<file path="src/design/bchi_pkg.sv">
// shared types and constants for the bucketed cuckoo hash insert engine
package bchi_pkg;

	localparam int KEY_W     = 32;
	localparam int SEED_W    = 14;
	localparam int MAXEV_W   = 8;
	localparam int KICK_W    = 9;
	localparam int IDX_W     = 10;
	localparam int CFG_IDX_W = 1;
	localparam int CFG_W     = 14;
	localparam int PRIME_W   = 21;

	// configuration register indexes
	localparam logic [CFG_IDX_W-1:0] CFG_HASH_SEED = 1'd0;
	localparam logic [CFG_IDX_W-1:0] CFG_MAX_EVICT = 1'd1;

	// result status codes
	localparam logic [2:0] ST_FREE    = 3'd0;
	localparam logic [2:0] ST_KICKED  = 3'd1;
	localparam logic [2:0] ST_FAILED  = 3'd2;
	localparam logic [2:0] ST_ZERO    = 3'd3;
	localparam logic [2:0] ST_CLEARED = 3'd4;

	// hash constants
	localparam logic [31:0] HASH_PRIME = 32'd1900813;
	localparam logic [31:0] BUCKET_C0  = 32'd2133;
	localparam logic [31:0] BUCKET_C1  = 32'd324;
	localparam logic [31:0] SUB_C0 [3] = '{32'd69, 32'd6969, 32'd696969};
	localparam logic [31:0] SUB_C1 [3] = '{32'd696, 32'd69696, 32'd6969696};
	localparam logic [7:0]  MAXEV_RESET = 8'd25;

	typedef enum logic [1:0] {
		OP_INSERT,
		OP_ZERO,
		OP_CLEAR
	} op_t;

	typedef struct packed {
		logic             kind;
		logic [KEY_W-1:0] key;
		logic [1:0]       first_victim;
	} in_word_t;

	typedef struct packed {
		logic [2:0]        status;
		logic [KICK_W-1:0] kick_count;
		logic [KEY_W-1:0]  homeless_key;
		logic [IDX_W-1:0]  bucket_index;
	} out_word_t;

	typedef struct packed {
		op_t              op;
		logic [KEY_W-1:0] key;
		logic [1:0]       victim;
	} entry_t;

	typedef struct packed {
		logic             valid;
		logic [KEY_W-1:0] key;
	} hash_req_t;

	typedef struct packed {
		logic                  done;
		logic [IDX_W-1:0]      bucket;
		logic [2:0][IDX_W-1:0] sub;
	} hash_rsp_t;

endpackage

</file>
<file path="src/design/bchi_hash.sv">
// shared hash unit: bucket index and three subtable indexes of one key
module bchi_hash #(
	parameter int BUCKET_COUNT       = 64,
	parameter int SLOTS_PER_SUBTABLE = 192
) (
	input  logic                        clk,
	input  logic                        arst_n,
	input  bchi_pkg::hash_req_t         req,
	input  logic [bchi_pkg::SEED_W-1:0] seed,
	output bchi_pkg::hash_rsp_t         rsp
);

	localparam int PW = bchi_pkg::PRIME_W;
	localparam logic [31:0] DIV_P = bchi_pkg::HASH_PRIME;
	localparam logic [31:0] DIV_B = 32'(BUCKET_COUNT);
	localparam logic [31:0] DIV_S = 32'(SLOTS_PER_SUBTABLE);
	// reciprocals: floor(2^52 / prime) and floor(2^32 / table size)
	localparam logic [32:0] RCP_P = 33'((64'd1 << 52) / 64'(bchi_pkg::HASH_PRIME));
	localparam logic [32:0] RCP_B = 33'((64'd1 << 32) / 64'(BUCKET_COUNT));
	localparam logic [32:0] RCP_S = 33'((64'd1 << 32) / 64'(SLOTS_PER_SUBTABLE));

	typedef enum logic [2:0] {H_IDLE, H_MUL, H_RCP, H_SUB, H_FIX} hstate_t;

	hstate_t                     state_q;
	logic [31:0]                 key_q;
	logic [1:0]                  job_q;
	logic                        mod_q;
	logic [31:0]                 x_q;
	logic [31:0]                 quo_q;
	logic [31:0]                 r_q;
	logic [bchi_pkg::IDX_W-1:0]  idx_q [4];
	logic                        done_q;
	logic [31:0]                 c0;
	logic [31:0]                 c1;
	logic [1:0]                  sel;
	logic [31:0]                 mul_v;
	logic [32:0]                 rcp;
	logic [31:0]                 dv;
	logic [63:0]                 prod;
	logic [31:0]                 quo_v;
	logic [31:0]                 fix_v;

	// affine coefficients of the current job
	always_comb begin
		sel = job_q - 2'd1;
		if (job_q == 2'd0) begin
			c0 = bchi_pkg::BUCKET_C0;
			c1 = bchi_pkg::BUCKET_C1;
		end else begin
			c0 = bchi_pkg::SUB_C0[sel] ^ {18'd0, seed};
			c1 = bchi_pkg::SUB_C1[sel] ^ {18'd0, seed};
		end
		mul_v = c0 + c1 * key_q;
	end

	// reciprocal estimate of the quotient, low by at most one
	always_comb begin
		if (mod_q) begin
			rcp = (job_q == 2'd0) ? RCP_B : RCP_S;
			dv  = (job_q == 2'd0) ? DIV_B : DIV_S;
		end else begin
			rcp = RCP_P;
			dv  = DIV_P;
		end
		prod  = 64'(x_q) * 64'(rcp);
		quo_v = mod_q ? prod[63:32] : {20'd0, prod[63:52]};
		fix_v = (r_q >= dv) ? r_q - dv : r_q;
	end

	// job sequencer: per job one multiply, then two reductions, each through the H_RCP, H_SUB and H_FIX states
	always_ff @(posedge clk or negedge arst_n) begin
		if (!arst_n) begin
			state_q <= H_IDLE;
			key_q   <= '0;
			job_q   <= 2'd0;
			mod_q   <= 1'b0;
			x_q     <= '0;
			quo_q   <= '0;
			r_q     <= '0;
			done_q  <= 1'b0;
			for (int j = 0; j < 4; j++)
				idx_q[j] <= '0;
		end else begin
			done_q <= 1'b0;
			case (state_q)
				H_IDLE: begin
					if (req.valid) begin
						key_q   <= req.key;
						job_q   <= 2'd0;
						state_q <= H_MUL;
					end
				end
				H_MUL: begin
					x_q     <= mul_v;
					mod_q   <= 1'b0;
					state_q <= H_RCP;
				end
				H_RCP: begin
					quo_q   <= quo_v;
					state_q <= H_SUB;
				end
				H_SUB: begin
					r_q     <= x_q - quo_q * dv;
					state_q <= H_FIX;
				end
				H_FIX: begin
					if (!mod_q) begin
						x_q     <= {{(32-PW){1'b0}}, fix_v[PW-1:0]};
						mod_q   <= 1'b1;
						state_q <= H_RCP;
					end else begin
						idx_q[job_q] <= fix_v[bchi_pkg::IDX_W-1:0];
						if (job_q == 2'd3) begin
							done_q  <= 1'b1;
							state_q <= H_IDLE;
						end else begin
							job_q   <= job_q + 2'd1;
							state_q <= H_MUL;
						end
					end
				end
				default: state_q <= H_IDLE;
			endcase
		end
	end

	assign rsp.done   = done_q;
	assign rsp.bucket = idx_q[0];
	assign rsp.sub[0] = idx_q[1];
	assign rsp.sub[1] = idx_q[2];
	assign rsp.sub[2] = idx_q[3];

endmodule

</file>
<file path="config.mk">
export PLATFORM = sky130hd
export DESIGN_NAME = bchi_hash
export DESIGN_NICKNAME = d
export VERILOG_FILES = /design/src/design/bchi_pkg.sv /design/src/design/bchi_hash.sv
export SDC_FILE = /design/constraint.sdc
export NUM_CORES = 2
export LEC_CHECK = 0
export ABC_AREA = 0
export BUFFER_PORTS_ARGS = -buffer_cell sky130_fd_sc_hd__buf_4
export CAP_MARGIN = 20
export CORE_ASPECT_RATIO = 1.5
export CORE_MARGIN = 1.5
export CORE_UTILIZATION = 35
export DETAILED_ROUTE_END_ITERATION = 12
export HOLD_SLACK_MARGIN = 0.15
export PLACE_DENSITY = 0.56
export SLEW_MARGIN = 20
export SYNTH_ARGS = -nofsm -noshare
export SYNTH_HDL_FRONTEND = slang
export SYNTH_SLANG_ARGS = --single-unit
</file>
<file path="constraint.sdc">
create_clock -name clk -period 11.2 [get_ports clk]
set_clock_uncertainty 0.15 [all_clocks]
set_input_delay 2.24 -clock clk [delete_from_list [all_inputs] [get_ports clk]]
set_output_delay 2.24 -clock clk [all_outputs]
set_load 0.05 [all_outputs]
</file>
After elaboration in Yosys (flattened, before gate mapping)
Index checks and enable logic that the tools add are counted.
W data, S select, Z words.
- muxes and demuxes: 31
- $mul: 3
- eq/ne operators: 9
- magnitude comparators: 4
- add/subtract/negate cells: 5
- reduce and logical (&&, ||, !) cells: 9
- bitwise operators: 4
- operators with widths (kind ; number):
    $mux W32 ; 9
    $bmux W32 S2 ; 2
    $mul A32 B32 Y32 ; 2
    $mul A32 B33 Y64 ; 1
    $pmux W32 S2 ; 1
    $xor A32 B14 Y32 ; 2
    $mux W21 ; 2
    $bwmux W40 ; 1
    $add A32 B32 Y32 ; 1
    $ge A32 B21 Y1 ; 1
    $sub A32 B32 Y32 ; 1
    $mux W27 ; 1
    $sub A21 B21 Y21 ; 1
    $demux W10 S2 ; 1
    $pmux W3 S5 ; 1
    $mux W10 ; 1
    $mux W2 ; 4
    $mux W8 ; 1
    $ne A2 B2 Y1 const B ; 4
    $eq A3 B2 Y1 const B ; 2
    $ge A3 B3 Y1 const B ; 2
    $not A2 Y3 ; 2
    $reduce_and A2 Y1 ; 3
    $mux W1 ; 4
    14 further kinds ; 15
- register bits after elaboration: 175
- input port bits: 49
- logic and storage cells: 77

Logic depth before layout (Yosys ltp)
- depth after elaboration: 10
- gate-level depth with buffers: 35
- mapped depth without buffers: 32

Worst setup path after synthesis
Ideal clock, no wire load.
- kind: input to register
- start point: in seed[12] (netlist bit)
- end point: reg x_q[31]
- setup slack: 1.673 ns
- data arrival time: 9.241 ns
- setup time: 0.136 ns
- buffers on the path: 3
- stages on the path: 30
- cells stage by stage: xor2_1 -> nor2_1 -> clkbuf_1 -> clkbuf_1 -> nand2_1 -> fa_1 -> inv_1 -> fa_1 -> fa_1 -> inv_1 -> fa_1 -> inv_1 -> fa_1 -> inv_1 -> fa_1 -> inv_1 -> fa_1 -> inv_1 -> fa_1 -> inv_1 -> ha_1 -> clkbuf_1 -> o21ai_0 -> nand2_1 -> a22o_1 -> a221o_1 -> a41o_1 -> o41ai_1 -> xnor2_1 -> o21ai_0
- word-level cells in the longest chain between the ends: 5
- elaborated cells between the ends (all ways): 7
- classes of those cells: add/sub (1); mul (1); mux (3); bitwise (2)
- RTL lines (element ; RTL line ; source):
    from (decl) ; bchi_hash.sv:9 ; input logic [bchi_pkg::SEED_W-1:0] seed,
    $xor A32 B14 Y32 ; bchi_hash.sv:51 ; c1 = bchi_pkg::SUB_C1[sel] ^ {18'd0, seed};
    $mux W32 ; bchi_hash.sv:46 ; if (job_q == 2'd0) begin
    $mul A32 B32 Y32 ; bchi_hash.sv:53 ; mul_v = c0 + c1 * key_q;
    $add A32 B32 Y32 * ; bchi_hash.sv:53 ;
    $pmux W32 S2 * ; bchi_hash.sv:85 ; case (state_q)
    to (signal assigned) ; bchi_hash.sv:94 ; x_q <= mul_v;
    to (signal assigned) ; bchi_hash.sv:108 ; x_q <= {{(32-PW){1'b0}}, fix_v[PW-1:0]};
    to (decl) ; bchi_hash.sv:28 ; logic [31:0] x_q;
Mark *: on every way between the ends. The rest lies on a longest branch, timed or not.
A chain may end at the register's enable or synchronous reset.

Worst setup path in the final report
- start point: reg job_q[0]
- end point: reg quo_q[9]
- word-level cells in the longest chain between the ends: 5
- RTL lines (element ; RTL line ; source):
    from (decl) ; bchi_hash.sv:26 ; logic [1:0] job_q;
    from (signal assigned) ; bchi_hash.sv:117 ; job_q <= job_q + 2'd1;
    $logic_not A2 Y1 ; bchi_hash.sv:59 ; rcp = (job_q == 2'd0) ? RCP_B : RCP_S;
    $mux W27 ; bchi_hash.sv:59 ;
    $mux W32 ; bchi_hash.sv:58 ; if (mod_q) begin
    $mul A32 B33 Y64 ; bchi_hash.sv:65 ; prod = 64'(x_q) * 64'(rcp);
    $mux W32 ; bchi_hash.sv:66 ; quo_v = mod_q ? prod[63:32] : {20'd0, prod[63:52]};
    to (signal assigned) ; bchi_hash.sv:99 ; quo_q <= quo_v;
    to (decl) ; bchi_hash.sv:29 ; logic [31:0] quo_q;
Every way passes these cells.

==> summary.txt <==
Setup path
  – WP data required: 11420 ps
  – Crit path max-delay cell type: fa_1
  – Critical path type: register to register
  – Max FO, Critical Path: 16
  – Crit path top cell by count: fa_1
  – Crit path DAT: 9980 ps
  – Element type at the critical path end: register
  – CP max stage delay: 580 ps
  – Critical Path Source Type: register
  – Cell family with most CP delay: adder cells
  – Worst Path Buf+Inv: 8

Clocking
  – Cts hold-fix bufs: 0
  – CTS Buffer Depth: 2
  – Worst-skew pair later-pin latency: 510 ps
  – Post-CTS Setup Bufs: 0
  – Clock H-tree levels: 4
  – Clk pin slew, worst setup/hold paths: 90 ps
  – CTS tree: yes
  – CTS buffer count: 17
  – Gates resized, CTS repair: 0
  – Clock root cell: clkbuf_16
  – # clock sinks: 175

Logic synthesis
  – Distinct cells, synth: 75
  – Post-synth top area cell: fa_1
  – Main flop type after synthesis: dfrtp_1
  – Gate Count Post-Synth: 5504
  – Yosys warnings: 0
  – EDFF count, synth: 0
  – Asr flop ratio synth: 1.00
  – Post-synthesis sequential area ratio: 0.0849
  – Cell Area, Synth: 51600 um2
  – Mapped Avg Cell Area: 9.37 um2
  – Top post-synthesis cells by area: fa_1, ha_1, inv_1, dfrtp_1, nand2_1
  – Yosys reg bits: 175
  – Post-synth top area share: 0.405

Timing
  – Tightest Pin Transition: 1080 ps
  – Fraction of the cycle the final worst path needs: 0.871
  – Fin Hold WS: 331 ps
  – FMAX: 0.102 GHz
  – RSZ-0062 raised after global routing: no
  – Slew margin rel.: 0.275
  – Minimum clock period: 9760 ps
  – Final setup viols: 0
  – Final setup TNS: 0 ps
  – Final hold violation count: 0
  – Final Max Tran Viols: 0

Global route
  – Largest net degree at the start of global routing: 110
  – Initial antenna violation count: 0
  – Tot GR Track Use: 0.219
  – Vias in the first global route: 40699
  – First-pass GRT wire length: 243000 um
  – GRT overflow: 0

Floorplan
  – Top Ports: 90
  – Die Wd: 316 um
  – Initial core utilization: 0.352
  – Row count: 172
  – Die Span Y: 473 um
  – Die area: 150000 um2
  – Total core area: 146000 um2

Routing
  – Post-Route WL: 158000 um
  – DRC: 0
  – Drt wl/cell: 21.3 um
  – Via-to-Cell Ratio: 4.88
  – Via count: 36353
  – Antenna viol nets, final: 0
  – First-pass DRT Iterations: 6
  – Initial DRC count: 1964

Min path
  – Worst Hold Class: register to register

Finish
  – Area growth syn-to-layout: 7.01%
  – Final std cells w/o fill: 7448
  – FILL cells: 14891
  – Share of layout cells above drive strength 1: 0.0452
  – Fin nets: 7355

Place
  – RD Place Congestion: 1.01
  – I/O Buffers: 89
  – Placed insts: 7414
  – DPL Wire Length: 141000 um

Run status
  – Outcome: finished, final reports clean

Job
  – # Max-Cap Violations: 0
## synth_stat cells (7+ instances only)
cell type and count:
ha_1 744, xnor2_1 142, a21o_1 46, dfrtp_1 175, and3_1 37, fa_1 1043, nand2b_1 23, o22ai_1 7
mux2_2 35, buf_1 10, o21a_1 13, nand3_1 40, xor2_1 47, o211ai_1 16, a211oi_1 8, nand4_1 20
a21oi_1 129, o21bai_1 17, nor2_1 93, or3_1 8, o21ai_1 7, and2_1 251, clkbuf_1 135, nand2_1 489
a31oi_1 13, o21ai_0 183, or4_1 7, nor3_1 25, nor2b_1 39, inv_1 1574
## flip-flops by register name, indices dropped and copies added (netlist names)
| signal | cells |
|---|---|
| quo_q | 32 |
| r_q | 32 |
| done_q | 1 |
| job_q | 2 |
| mod_q | 1 |
| key_q | 32 |
| rsp | 40 |
| x_q | 32 |
| state_q | 3 |
## area by class of cell
cell class,instances,area [um2],share of cell area
Antenna cell,2,5.00,0.0000907
Clock buffer,17,425,0.00771
Clock inverter,15,214,0.00388
Inverter,1574,5910,0.107
Multi-Input combinational cell,3604,40700,0.738
Sequential cell,175,4380,0.0794
Tap cell,1914,2390,0.0434
Timing Repair Buffer,147,1110,0.0201
## cells in the final DEF (no fill, tap or decap), types with 39 or more instances in the layout
| cell type | instances |
|---|---|
| a21oi_1 | 129 |
| buf_4 | 146 |
| fa_1 | 1043 |
| nor2_1 | 89 |
| and2_1 | 251 |
| xor2_1 | 47 |
| nand3_1 | 39 |
| inv_1 | 1573 |
| ha_1 | 744 |
| dfrtp_1 | 174 |
| nand2_1 | 489 |
| a21o_1 | 46 |
| o21ai_0 | 183 |
| xnor2_1 | 142 |
## layer usage
layer / track usage / part of all wire / up-vias
met3: 0.0158 / 0.028 / 333
li1: - / - / 16565
met5: 0 / 0 / -
met4: 0.133 / 0.074 / 0
met1: 0.230 / 0.35 / 18613
met2: 0.417 / 0.55 / 842
## final timing paths
path                            startpoint  depth (start not counted)  slack (ps)         to
worst max register to register    job_q[0]                         29        1440   quo_q[9]
worst min-delay path             quo_q[30]                          2         330  quo_q[30]
min in group asynchronous           arst_n                          1        1670    rsp[20]
worst min register to register   quo_q[30]                          2         330  quo_q[30]
worst max-delay path              job_q[0]                         29        1440   quo_q[9]
max in group asynchronous           arst_n                          2        7460      mod_q
## through the flow
stage	area, um2	setup WS, ps	util
after floorplan	51600	1670	-
after global placement	54500	1210	0.373
after detailed placement	54500	1110	0.373
after CTS	55200	1530	0.377
after global routing	55200	1000	0.377
final	55200	1440	0.377
## cell families after synthesis
family,share of synthesized area
other,0.000146
AO/OA/AOI/OAI,0.0612
flip-flops,0.0849
XOR/XNOR,0.0324
adder cells (fa/ha/maj),0.585
buffers and inverters,0.126
multiplexers,0.00905
AND/OR/NAND/NOR,0.101
## worst min-delay path, cell delays in order, from the launching register on
cell and delay, ps:
dfrtp_1 340, nand2_1 50, o21ai_0 60
Power is left out: the tool's default activity adds up to more than one toggle a clock period on the data nets, which glitch-free logic cannot reach.
