File: src/design/bchi_pkg.sv
// shared types and constants for the bucketed cuckoo hash insert engine
package bchi_pkg;

	localparam int KEY_W     = 32;
	localparam int SEED_W    = 14;
	localparam int MAXEV_W   = 8;
	localparam int KICK_W    = 9;
	localparam int IDX_W     = 10;
	localparam int CFG_IDX_W = 1;
	localparam int CFG_W     = 14;
	localparam int PRIME_W   = 21;

	// configuration register indexes
	localparam logic [CFG_IDX_W-1:0] CFG_HASH_SEED = 1'd0;
	localparam logic [CFG_IDX_W-1:0] CFG_MAX_EVICT = 1'd1;

	// result status codes
	localparam logic [2:0] ST_FREE    = 3'd0;
	localparam logic [2:0] ST_KICKED  = 3'd1;
	localparam logic [2:0] ST_FAILED  = 3'd2;
	localparam logic [2:0] ST_ZERO    = 3'd3;
	localparam logic [2:0] ST_CLEARED = 3'd4;

	// hash constants
	localparam logic [31:0] HASH_PRIME = 32'd1900813;
	localparam logic [31:0] BUCKET_C0  = 32'd2133;
	localparam logic [31:0] BUCKET_C1  = 32'd324;
	localparam logic [31:0] SUB_C0 [3] = '{32'd69, 32'd6969, 32'd696969};
	localparam logic [31:0] SUB_C1 [3] = '{32'd696, 32'd69696, 32'd6969696};
	localparam logic [7:0]  MAXEV_RESET = 8'd25;

	typedef enum logic [1:0] {
		OP_INSERT,
		OP_ZERO,
		OP_CLEAR
	} op_t;

	typedef struct packed {
		logic             kind;
		logic [KEY_W-1:0] key;
		logic [1:0]       first_victim;
	} in_word_t;

	typedef struct packed {
		logic [2:0]        status;
		logic [KICK_W-1:0] kick_count;
		logic [KEY_W-1:0]  homeless_key;
		logic [IDX_W-1:0]  bucket_index;
	} out_word_t;

	typedef struct packed {
		op_t              op;
		logic [KEY_W-1:0] key;
		logic [1:0]       victim;
	} entry_t;

	typedef struct packed {
		logic             valid;
		logic [KEY_W-1:0] key;
	} hash_req_t;

	typedef struct packed {
		logic                  done;
		logic [IDX_W-1:0]      bucket;
		logic [2:0][IDX_W-1:0] sub;
	} hash_rsp_t;

endpackage

File: src/design/bchi_front.sv
// front end: classifies command words and queues them for the back end
module bchi_front (
	input  logic              clk,
	input  logic              arst_n,
	input  logic              start,
	input  bchi_pkg::in_word_t word,
	input  logic              hold,
	output logic              busy,
	output logic              q_valid,
	output bchi_pkg::entry_t  q_entry,
	input  logic              pop
);

	bchi_pkg::entry_t fifo_q [2];
	logic             wr_ptr_q;
	logic             rd_ptr_q;
	logic [1:0]       cnt_q;
	logic             push;
	bchi_pkg::entry_t cls;

	assign busy    = (cnt_q == 2'd2) || hold;
	assign push    = start && !busy;
	assign q_valid = (cnt_q != 2'd0);
	assign q_entry = fifo_q[rd_ptr_q];

	// classify the incoming word
	always_comb begin
		if (word.kind)
			cls.op = bchi_pkg::OP_CLEAR;
		else if (word.key == '0)
			cls.op = bchi_pkg::OP_ZERO;
		else
			cls.op = bchi_pkg::OP_INSERT;
		cls.key    = word.key;
		cls.victim = (word.first_victim == 2'd3) ? 2'd2 : word.first_victim;
	end

	// queue storage
	always_ff @(posedge clk) begin
		if (push)
			fifo_q[wr_ptr_q] <= cls;
	end

	// queue pointers and fill
	always_ff @(posedge clk or negedge arst_n) begin
		if (!arst_n) begin
			wr_ptr_q <= 1'b0;
			rd_ptr_q <= 1'b0;
			cnt_q    <= 2'd0;
		end else begin
			if (push)
				wr_ptr_q <= ~wr_ptr_q;
			if (pop)
				rd_ptr_q <= ~rd_ptr_q;
			case ({push, pop})
				2'b10:   cnt_q <= cnt_q + 2'd1;
				2'b01:   cnt_q <= cnt_q - 2'd1;
				default: cnt_q <= cnt_q;
			endcase
		end
	end

endmodule

File: config.mk
export PLATFORM = sky130hd
export DESIGN_NAME = bchi_front
export DESIGN_NICKNAME = d
export VERILOG_FILES = /design/src/design/bchi_pkg.sv /design/src/design/bchi_front.sv
export SDC_FILE = /design/constraint.sdc
export NUM_CORES = 1
export LEC_CHECK = 0
export BUFFER_PORTS_ARGS = -buffer_cell sky130_fd_sc_hd__clkbuf_2
export CAP_MARGIN = 30
export CORE_MARGIN = 3
export CORE_UTILIZATION = 47
export DETAILED_ROUTE_END_ITERATION = 12
export PLACE_DENSITY = 0.76
export SYNTH_ARGS = -nofsm -noshare
export SYNTH_HDL_FRONTEND = slang
export SYNTH_SLANG_ARGS = --single-unit
File: constraint.sdc
create_clock -name clk -period 2.65 [get_ports clk]
set_input_delay 0.1325 -clock clk [delete_from_list [all_inputs] [get_ports clk]]
set_output_delay 0.1325 -clock clk [all_outputs]
set_load 0.02 [all_outputs]
-- Word level (Yosys, flattened, before mapping)
Memories as Yosys holds them, arrays and structs flattened.
Index checks and enable logic that the tools add are counted.
- word-level logic and storage cells: 24
- bits of input ports: 40
- memories: 1
- flip-flop bits (word level): 4
- memory bits (writable): 72
- memories (name ; depth ; width ; read ports ; clocked after memory_dff ; write ports ; RTL line ; source):
    fifo_q ; 2 ; 36 ; 1 ; 0 ; 1 ; bchi_front.sv:14 ; bchi_pkg::entry_t fifo_q [2];
- bitwise operators: 2
- eq/ne operators: 4
- add/subtract/negate cells: 2
- mux-type cells: 6
- reduce and logical (&&, ||, !) cells: 6
- operators by type and width (cell ; number):
    $logic_not A32 Y1 ; 1
    $eq A2 B2 Y1 const B ; 3
    $mux W2 ; 2
    $pmux W2 S2 ; 1
    $reduce_bool A2 Y1 ; 2
    $mux W1 ; 3
    $add A2 B1 Y2 const B ; 1
    $eq A2 B1 Y1 const B ; 1
    $not A1 Y1 ; 2
    $sub A2 B1 Y2 const B ; 1
    $logic_and A1 B1 Y1 ; 1
    $logic_not A1 Y1 ; 1
    $logic_or A1 B1 Y1 ; 1

-- Depth between registers and ports, before layout
Gate-level depths: netlist (run 1).
- depth in word-level cells: 6
- gate-level depth with buffers: 6

-- Worst setup path before layout (run 1)
Ideal clock, no wire load.
- path type: flip-flop to flip-flop
- start: register cnt_q[1]
- end: memory fifo_q[0][0] (netlist bit) (enable)
- required time: 2221 ps
- stages on the path, launching flop included: 4
- buffers on the path: 0
- setup slack: 107 ps
- data arrival time: 2114 ps
- cell sequence: dfrtp_1 inv_1 o211ai_2 nor2_1
- word-level cells in the longest chain between the ends: 6
- RTL lines (what ; RTL line ; source):
    start, declared ; bchi_front.sv:17 ; logic [1:0] cnt_q;
    start signal, assigned ; bchi_front.sv:56 ; 2'b10: cnt_q <= cnt_q + 2'd1;
    start signal, assigned ; bchi_front.sv:57 ; 2'b01: cnt_q <= cnt_q - 2'd1;
    start signal, assigned ; bchi_front.sv:58 ; default: cnt_q <= cnt_q;
    $eq A2 B2 Y1 ; bchi_front.sv:21 ; assign busy = (cnt_q == 2'd2) || hold;
    $logic_or A1 B1 Y1 ; bchi_front.sv:21 ;
    $logic_not A1 Y1 ; bchi_front.sv:22 ; assign push = start && !busy;
    $logic_and A1 B1 Y1 ; bchi_front.sv:22 ;
    $mux W1 ; bchi_front.sv:40 ; if (push)
    $mux W1 (not written as such) ; bchi_front.sv:41 ; fifo_q[wr_ptr_q] <= cls;
    end, declared ; bchi_front.sv:14 ;
No other way between the ends.

==> results.txt, run 1 <==
run status - finished, final reports clean
initial core utilization - 49.67%
VDD IR max - 0.6554 mV
period utilization - 73.69%
critical path class - flip-flop to output pin
Filler Cell Count - 411
leakage power - 1.628 nW
max_slew headroom - 63.97%
Buf/Inv on CP - 2
DIE AREA - 0.007401 sq mm
Max-Cap Viols - 0
largest family of logic cells by synthesized area - multiplexers
Placement Cell Area - 0.003487 sq mm
# rows - 28
Clock Sink Count - 76
PD cells - 958.4 mW/mm^2
die height - 86.03 microns
share of total power in combinational logic - 32.0%
register area share after synthesis - 75.15%
HPWL after DPL - 3.625 mm
RSZ-0062 raised after global routing - no
final hold vios - 0
n_diodes - 0
CP cell instances - buf_4, mux2_4, clkbuf_2
Placer Congestion - 0.6930
Setup TNS - 0 ps
clock-pin slew on the worst setup and hold paths - 70 ps
Int Pwr - 2.703 mW
layout cells sized above 1 - 48.52%
Reg power frac - 41.4%
first-pass GRT wire length - 8.970 mm
worst-path maximum fanout - 15
final WL - 5.805 mm
# IOs - 78
Final Hold Slack - 13.59 ps
vias in the first global route - 1848
CP Launch Type - flip-flop
Synth Area in Compound Gates - 0.5819%
postcts setup bufs - 0
Sw Share - 30.48%
Layout Nets - 306
Overflow after GRT - 0
Post-Synth Simple-Gate Area - 3.325%
Synth Area in XOR/XNOR - 1.455%
TritonCTS clock tree - done
synth top area cells - edfxtp_1 (72%), mux2_4 (14%), dfrtp_1 (3.3%)
post-synthesis adder-cell area fraction - 0.4156%
post-synth top area cell - edfxtp_1
top cell type's share of synthesized area - 71.82%
1st-iter DRT viols - 82
Total GRT Usage - 16.74%
Synth cell types - 19
crit path max-delay cell type - dfrtp_2
CP top delay family - flip-flops
Num CTS Buffers - 9
clock power share - 26.6%
DRT antenna net count - 0
Tmin final - 1953 ps
antenna violations before repair - 0
Net Sw Power - 1.185 mW
Layout area overhead - 34.79%
fmax - 512.1 MHz
drt wl/cell - 16.83 microns
synthesized area per cell - 20.76 sq um
Clock Skew - 6.263 ps
setup violators final - 0
drt first pass iters - 4
Cell Area, Synth - 0.003010 sq mm
sequential cell area - 0.002263 sq mm
crit end category - output pin
PortBufs - 77
Syn Inst Count - 145
Mapped Nets - 186
mux share of post-synthesis cell area - 17.08%
Root Buffer - clkbuf_8
Worst Hold Class - input pin to flip-flop
fin. max-slew vios - 0
H-tree levels - 3
DRC viols - 0
Final Cell Area - 0.004058 sq mm
Clk Latency, worst-skew pair - 350 ps
synthesis-stage register bit count - 76
CTS resizes - 0
worst slew pin tran - 535.6 ps
DR vias/cell - 5.026
area of the multi-input gates - 703.2 sq um
largest net degree at the start of global routing - 37
WP data required - 2520 ps
yosys warns - 0
Longest Clk Path Bufs - 2
Core ar. - 0.006061 sq mm
total number of vias - 1734
Critical Path AT - 1820 ps
CP peak stage delay - 610 ps
Die W - 86.03 microns
## worst paths after layout
path | from | to | slack [ps] | depth (start not counted)
worst max register to register | cnt_q[0]$_DFFE_PN0P_ | fifo_q[1][2]$_DFFE_PP_ | 1040 | 3
max in group asynchronous | arst_n | rd_ptr_q$_DFFE_PN0P_ | 2350 | 2
worst max-delay path | rd_ptr_q$_DFFE_PN0P_ | q_entry[17] | 700 | 3
worst min register to register | wr_ptr_q$_DFFE_PN0P_ | wr_ptr_q$_DFFE_PN0P_ | 580 | 1
worst min-delay path | word[15] | fifo_q[0][15]$_DFFE_PP_ | 10 | 1
min in group asynchronous | arst_n | cnt_q[1]$_DFFE_PN0P_ | 150 | 2
## area by class of cell
class	instances	area share (%)
clock buffer	10	3.145
clock inverter	6	2.775
inverter	3	0.2775
multi-input combinational	61	17.33
sequential	76	55.78
tap	75	2.313
timing repair buffer	114	18.38
## power groups by stage
stage                     logic [mW]  clock network [mW]  registers (mW)
after floorplan                0.954                   0            1.58
after global placement          1.20                   0            1.63
after detailed placement        1.22                   0            1.64
after CTS                       1.26                1.05            1.61
after global routing            1.32                1.11            1.63
final                           1.24                1.04            1.61
## synth_stat cells
library cell,instances
xor2_1,1
nor2_1,4
or2_2,1
nor2b_1,1
ha_1,1
mux2_4,29
or3_1,1
nor4_1,7
xnor2_1,4
o21ai_0,1
dfrtp_1,4
nor3_2,1
mux2_1,7
inv_1,3
o211ai_2,1
edfxtp_1,72
buf_6,4
clkbuf_1,1
nand4_1,2
## kinds of logic after synthesis
| logic type | count (synthesis) |
|---|---|
| DFF | 76 |
| adders and majority gates | 1 |
| and+or+nand+nor | 17 |
| xor gates and xnor gates | 5 |
| buffers and inverters | 8 |
| muxes | 36 |
| AOI/OAI and AO/OA | 2 |
## per-stage QoR
stage | worst slack (ps) | power, mW | util [%] | instances
final | 697.2 | 3.889 | 66.95 | 345
after floorplan | 106.9 | 2.530 | - | 145
after detailed placement | 1040 | 2.855 | 57.54 | 296
after global routing | 604.0 | 4.059 | 66.95 | 345
after global placement | 1057 | 2.829 | 57.54 | 296
after CTS | 666.6 | 3.923 | 66.78 | 344
## flip-flops by register name (all words and copies together), names as in the netlist
register / count
fifo_q: 72
cnt_q: 2
rd_ptr_q: 1
wr_ptr_q: 1
## timing repair
| item | 4_1_cts | 5_1_grt |
|---|---|---|
| endpoints found under the setup margin | 0 | 0 |
| hold buffers | 32 | 1 |
| endpoints found under the hold margin | 62 | 2 |
## cell usage in the layout, fill, tap and decap left out, drive strengths merged
cell / Yosys / final
clkbuf: 1 / 87
or3: 1 / 1
clkinv: 0 / 3
or2: 1 / 1
xnor2: 4 / 4
mux2: 36 / 36
nor3: 1 / 1
nor2b: 1 / 1
ha: 1 / 1
dfrtp: 4 / 4
o21ai: 1 / 1
bufinv: 0 / 3
xor2: 1 / 1
buf: 4 / 4
nand4: 2 / 2
nor4: 7 / 7
o211ai: 1 / 1
dlygate4sd3: 0 / 33
nor2: 4 / 4
inv: 3 / 3
edfxtp: 72 / 72
## layer usage
layer / wire [microns] / part of all wire (%) / vias to the layer above / track usage (%)
met5: 0 / 0 / - / 0
met4: 129 / 2.2 / 0 / 6.906
met3: 414 / 7.1 / 12 / 5.764
met2: 2887 / 50 / 82 / 27.33
met1: 2374 / 41 / 834 / 20.31
li1: - / - / 806 / -
No activity file was read; power rests on OpenSTA's default activity.
==> run 2: changes to the inputs <==
Settings changed: CORE_UTILIZATION 47 to 52, PLACE_DENSITY 0.76 to 0.8.
Clock period 2.65 ns to 2 ns, I/O delays scaled along.
==> results.txt, run 2 (same netlist as run 1, synthesis figures left out) <==
run status - finished, final reports clean
drt wl/cell - 15.96 microns (-5.2%)
Layout area overhead - 33.54%
max_slew headroom - 74.47% (+11 points)
1st-iter DRT viols - 103 (+26%)
final WL - 5.458 mm (-6.0%)
commonest non-fill, non-tap cells in the layout - clkbuf_2 (77), edfxtp_1 (72), dlygate4sd3_1 (36)
Max-Cap Viols - 0 (unchanged)
H-tree levels - 3 (unchanged)
RSZ-0062 raised after global routing - no
initial core utilization - 54.34% (+4.7 points)
Clock Skew - 5.218 ps (-1.045 ps)
final core occ - 72.56% (+5.6 points)
Core ar. - 0.005540 sq mm (-8.6%)
fmax - 573.6 MHz
TritonCTS clock tree - done
drt first pass iters - 4 (unchanged)
clock-pin slew on the worst setup and hold paths - 70 ps (about the same)
Reg with most FFs - fifo_q
Worst Hold Class - input pin to asynchronous set/reset pin
PortBufs - 77 (unchanged)
Layout Nets - 308 (+0.65%)
largest net degree at the start of global routing - 30 (-19%)
Register-to-Register Path Depth - 4 (+1)
Critical Path AT - 1640 ps (-180 ps)
VDD IR max - 0.7877 mV (+20%)
Root Buffer - clkbuf_8
crit end category - output pin
DIE AREA - 0.006738 sq mm (-9.0%)
vias in the first global route - 1779 (-3.7%)
fin. max-slew vios - 0 (unchanged)
critical path class - flip-flop to output pin
first-pass GRT wire length - 8.473 mm (-5.5%)
DP Cell Count - 292 (-1.4%)
hold buffers post-CTS - 36 (+13%)
Total GRT Usage - 17.41% (+0.67 points)
final hold vios - 0 (unchanged)
die height - 82.09 microns (-4.6%)
# IOs - 78 (unchanged)
crit path capture - q_entry[4]
RR Endpoint - fifo_q[1][34]$_DFFE_PP_
PD cells - 1173 mW/mm^2 (+22%)
n_diodes - 0 (unchanged)
Num CTS Buffers - 9 (unchanged)
worst-path maximum fanout - 29 (+14)
leakage power - 1.605 nW (-1.4%)
Clock Sink Count - 76 (unchanged)
final total power - 4.717 mW (+21%)
CP Launch Type - flip-flop
setup violators final - 0 (unchanged)
DRC viols - 0 (unchanged)
WP data required - 1900 ps (-620 ps)
Final Non-Filler Cells - 342 (-0.87%)
start point of the critical path - rd_ptr_q$_DFFE_PN0P_
Largest regs - fifo_q (72), cnt_q (2)
Longest Clk Path Bufs - 2 (unchanged)
worst slew pin tran - 379.4 ps (-156.2 ps)
DR vias/cell - 4.936 (-1.8%)
DRT antenna net count - 0 (unchanged)
flop2flop setup slack - 470 ps (-570 ps)
# rows - 27 (-3.6%)
Placer Congestion - 0.6399 (-7.7%)
Die W - 82.09 microns (-4.6%)
layout cells sized above 1 - 47.04% (-1.5 points)
Tmin final - 1743 ps
worst r2r src - cnt_q[1]$_DFFE_PN0P_
period utilization - 87.16%
max reg flops - 72 (unchanged)
Overflow after GRT - 0 (unchanged)
Clk Latency, worst-skew pair - 330 ps (-20 ps)
antenna violations before repair - 0 (unchanged)
HPWL after DPL - 3.406 mm (-6.0%)
CTS resizes - 0 (unchanged)
postcts setup bufs - 0 (unchanged)
total number of vias - 1688 (-2.7%)
commonest non-fill, non-tap cell in the layout - clkbuf_2
-- run 2: changes by cell type in the layout (fill, tap and decap cells not counted), sizes merged --
cell | previous run | this run
buf | 4 | 3
bufinv | 3 | 0
clkinv | 3 | 4
dlygate4sd3 | 33 | 36
-- run 2: layout make-up --
cell class                      count  area, sq um
Tap cell                           72        90.09
Fill cell                         362         1520
Timing Repair Buffer              116        805.8
Inverter                            3        11.26
Multi-Input combinational cell     61        703.2
Clock buffer                       10        127.6
Clock inverter                      4        18.77
Sequential cell                    76         2263
-- run 2: metrics by stage --
stage               worst slack (ps)  hold slack [ps]  instance area [sq um]  TNS [ps]
finish                         256.7            106.3                   4020         0
global placement               506.3           -86.32                   3513         0
floorplan                     -543.1           -195.6                   3010    -39100
global route                   196.8            99.25                   4020         0
detailed placement             469.4           -80.85                   3513         0
CTS                            235.2            96.77                   4020         0
-- run 2: worst max-delay path: stages (launching register included) --
cell and delay (ps):
dfrtp_2 520, buf_12 270, mux2_1 340, clkbuf_2 160
-- run 2: worst min-delay path by stage --
stage / depth (start not counted) / end / slack (ps) / start
after floorplan: 0 / cnt_q[0]$_DFFE_PN0P_ / -200 / arst_n
after CTS: 2 / wr_ptr_q$_DFFE_PN0P_ / 100 / arst_n
final: 2 / wr_ptr_q$_DFFE_PN0P_ / 110 / arst_n
after global placement: 1 / wr_ptr_q$_DFFE_PN0P_ / -90 / arst_n
after detailed placement: 1 / wr_ptr_q$_DFFE_PN0P_ / -80 / arst_n
after global routing: 2 / wr_ptr_q$_DFFE_PN0P_ / 100 / arst_n
-- run 2: power breakdown --
group / internal [mW] / switching [mW] / leakage (nW)
sequential: 1.99 / 0.118 / 0.705
clock: 0.426 / 0.482 / 0.0792
combinational: 0.796 / 0.904 / 0.821
-- run 2: routing by layer --
metal | up-vias | track usage (%) | wire [microns]
met5 | - | 0 | 0
met2 | 61 | 31.26 | 2915
met4 | 0 | 6.977 | 33
met1 | 810 | 20.37 | 2215
met3 | 6 | 3.399 | 294
li1 | 811 | - | -
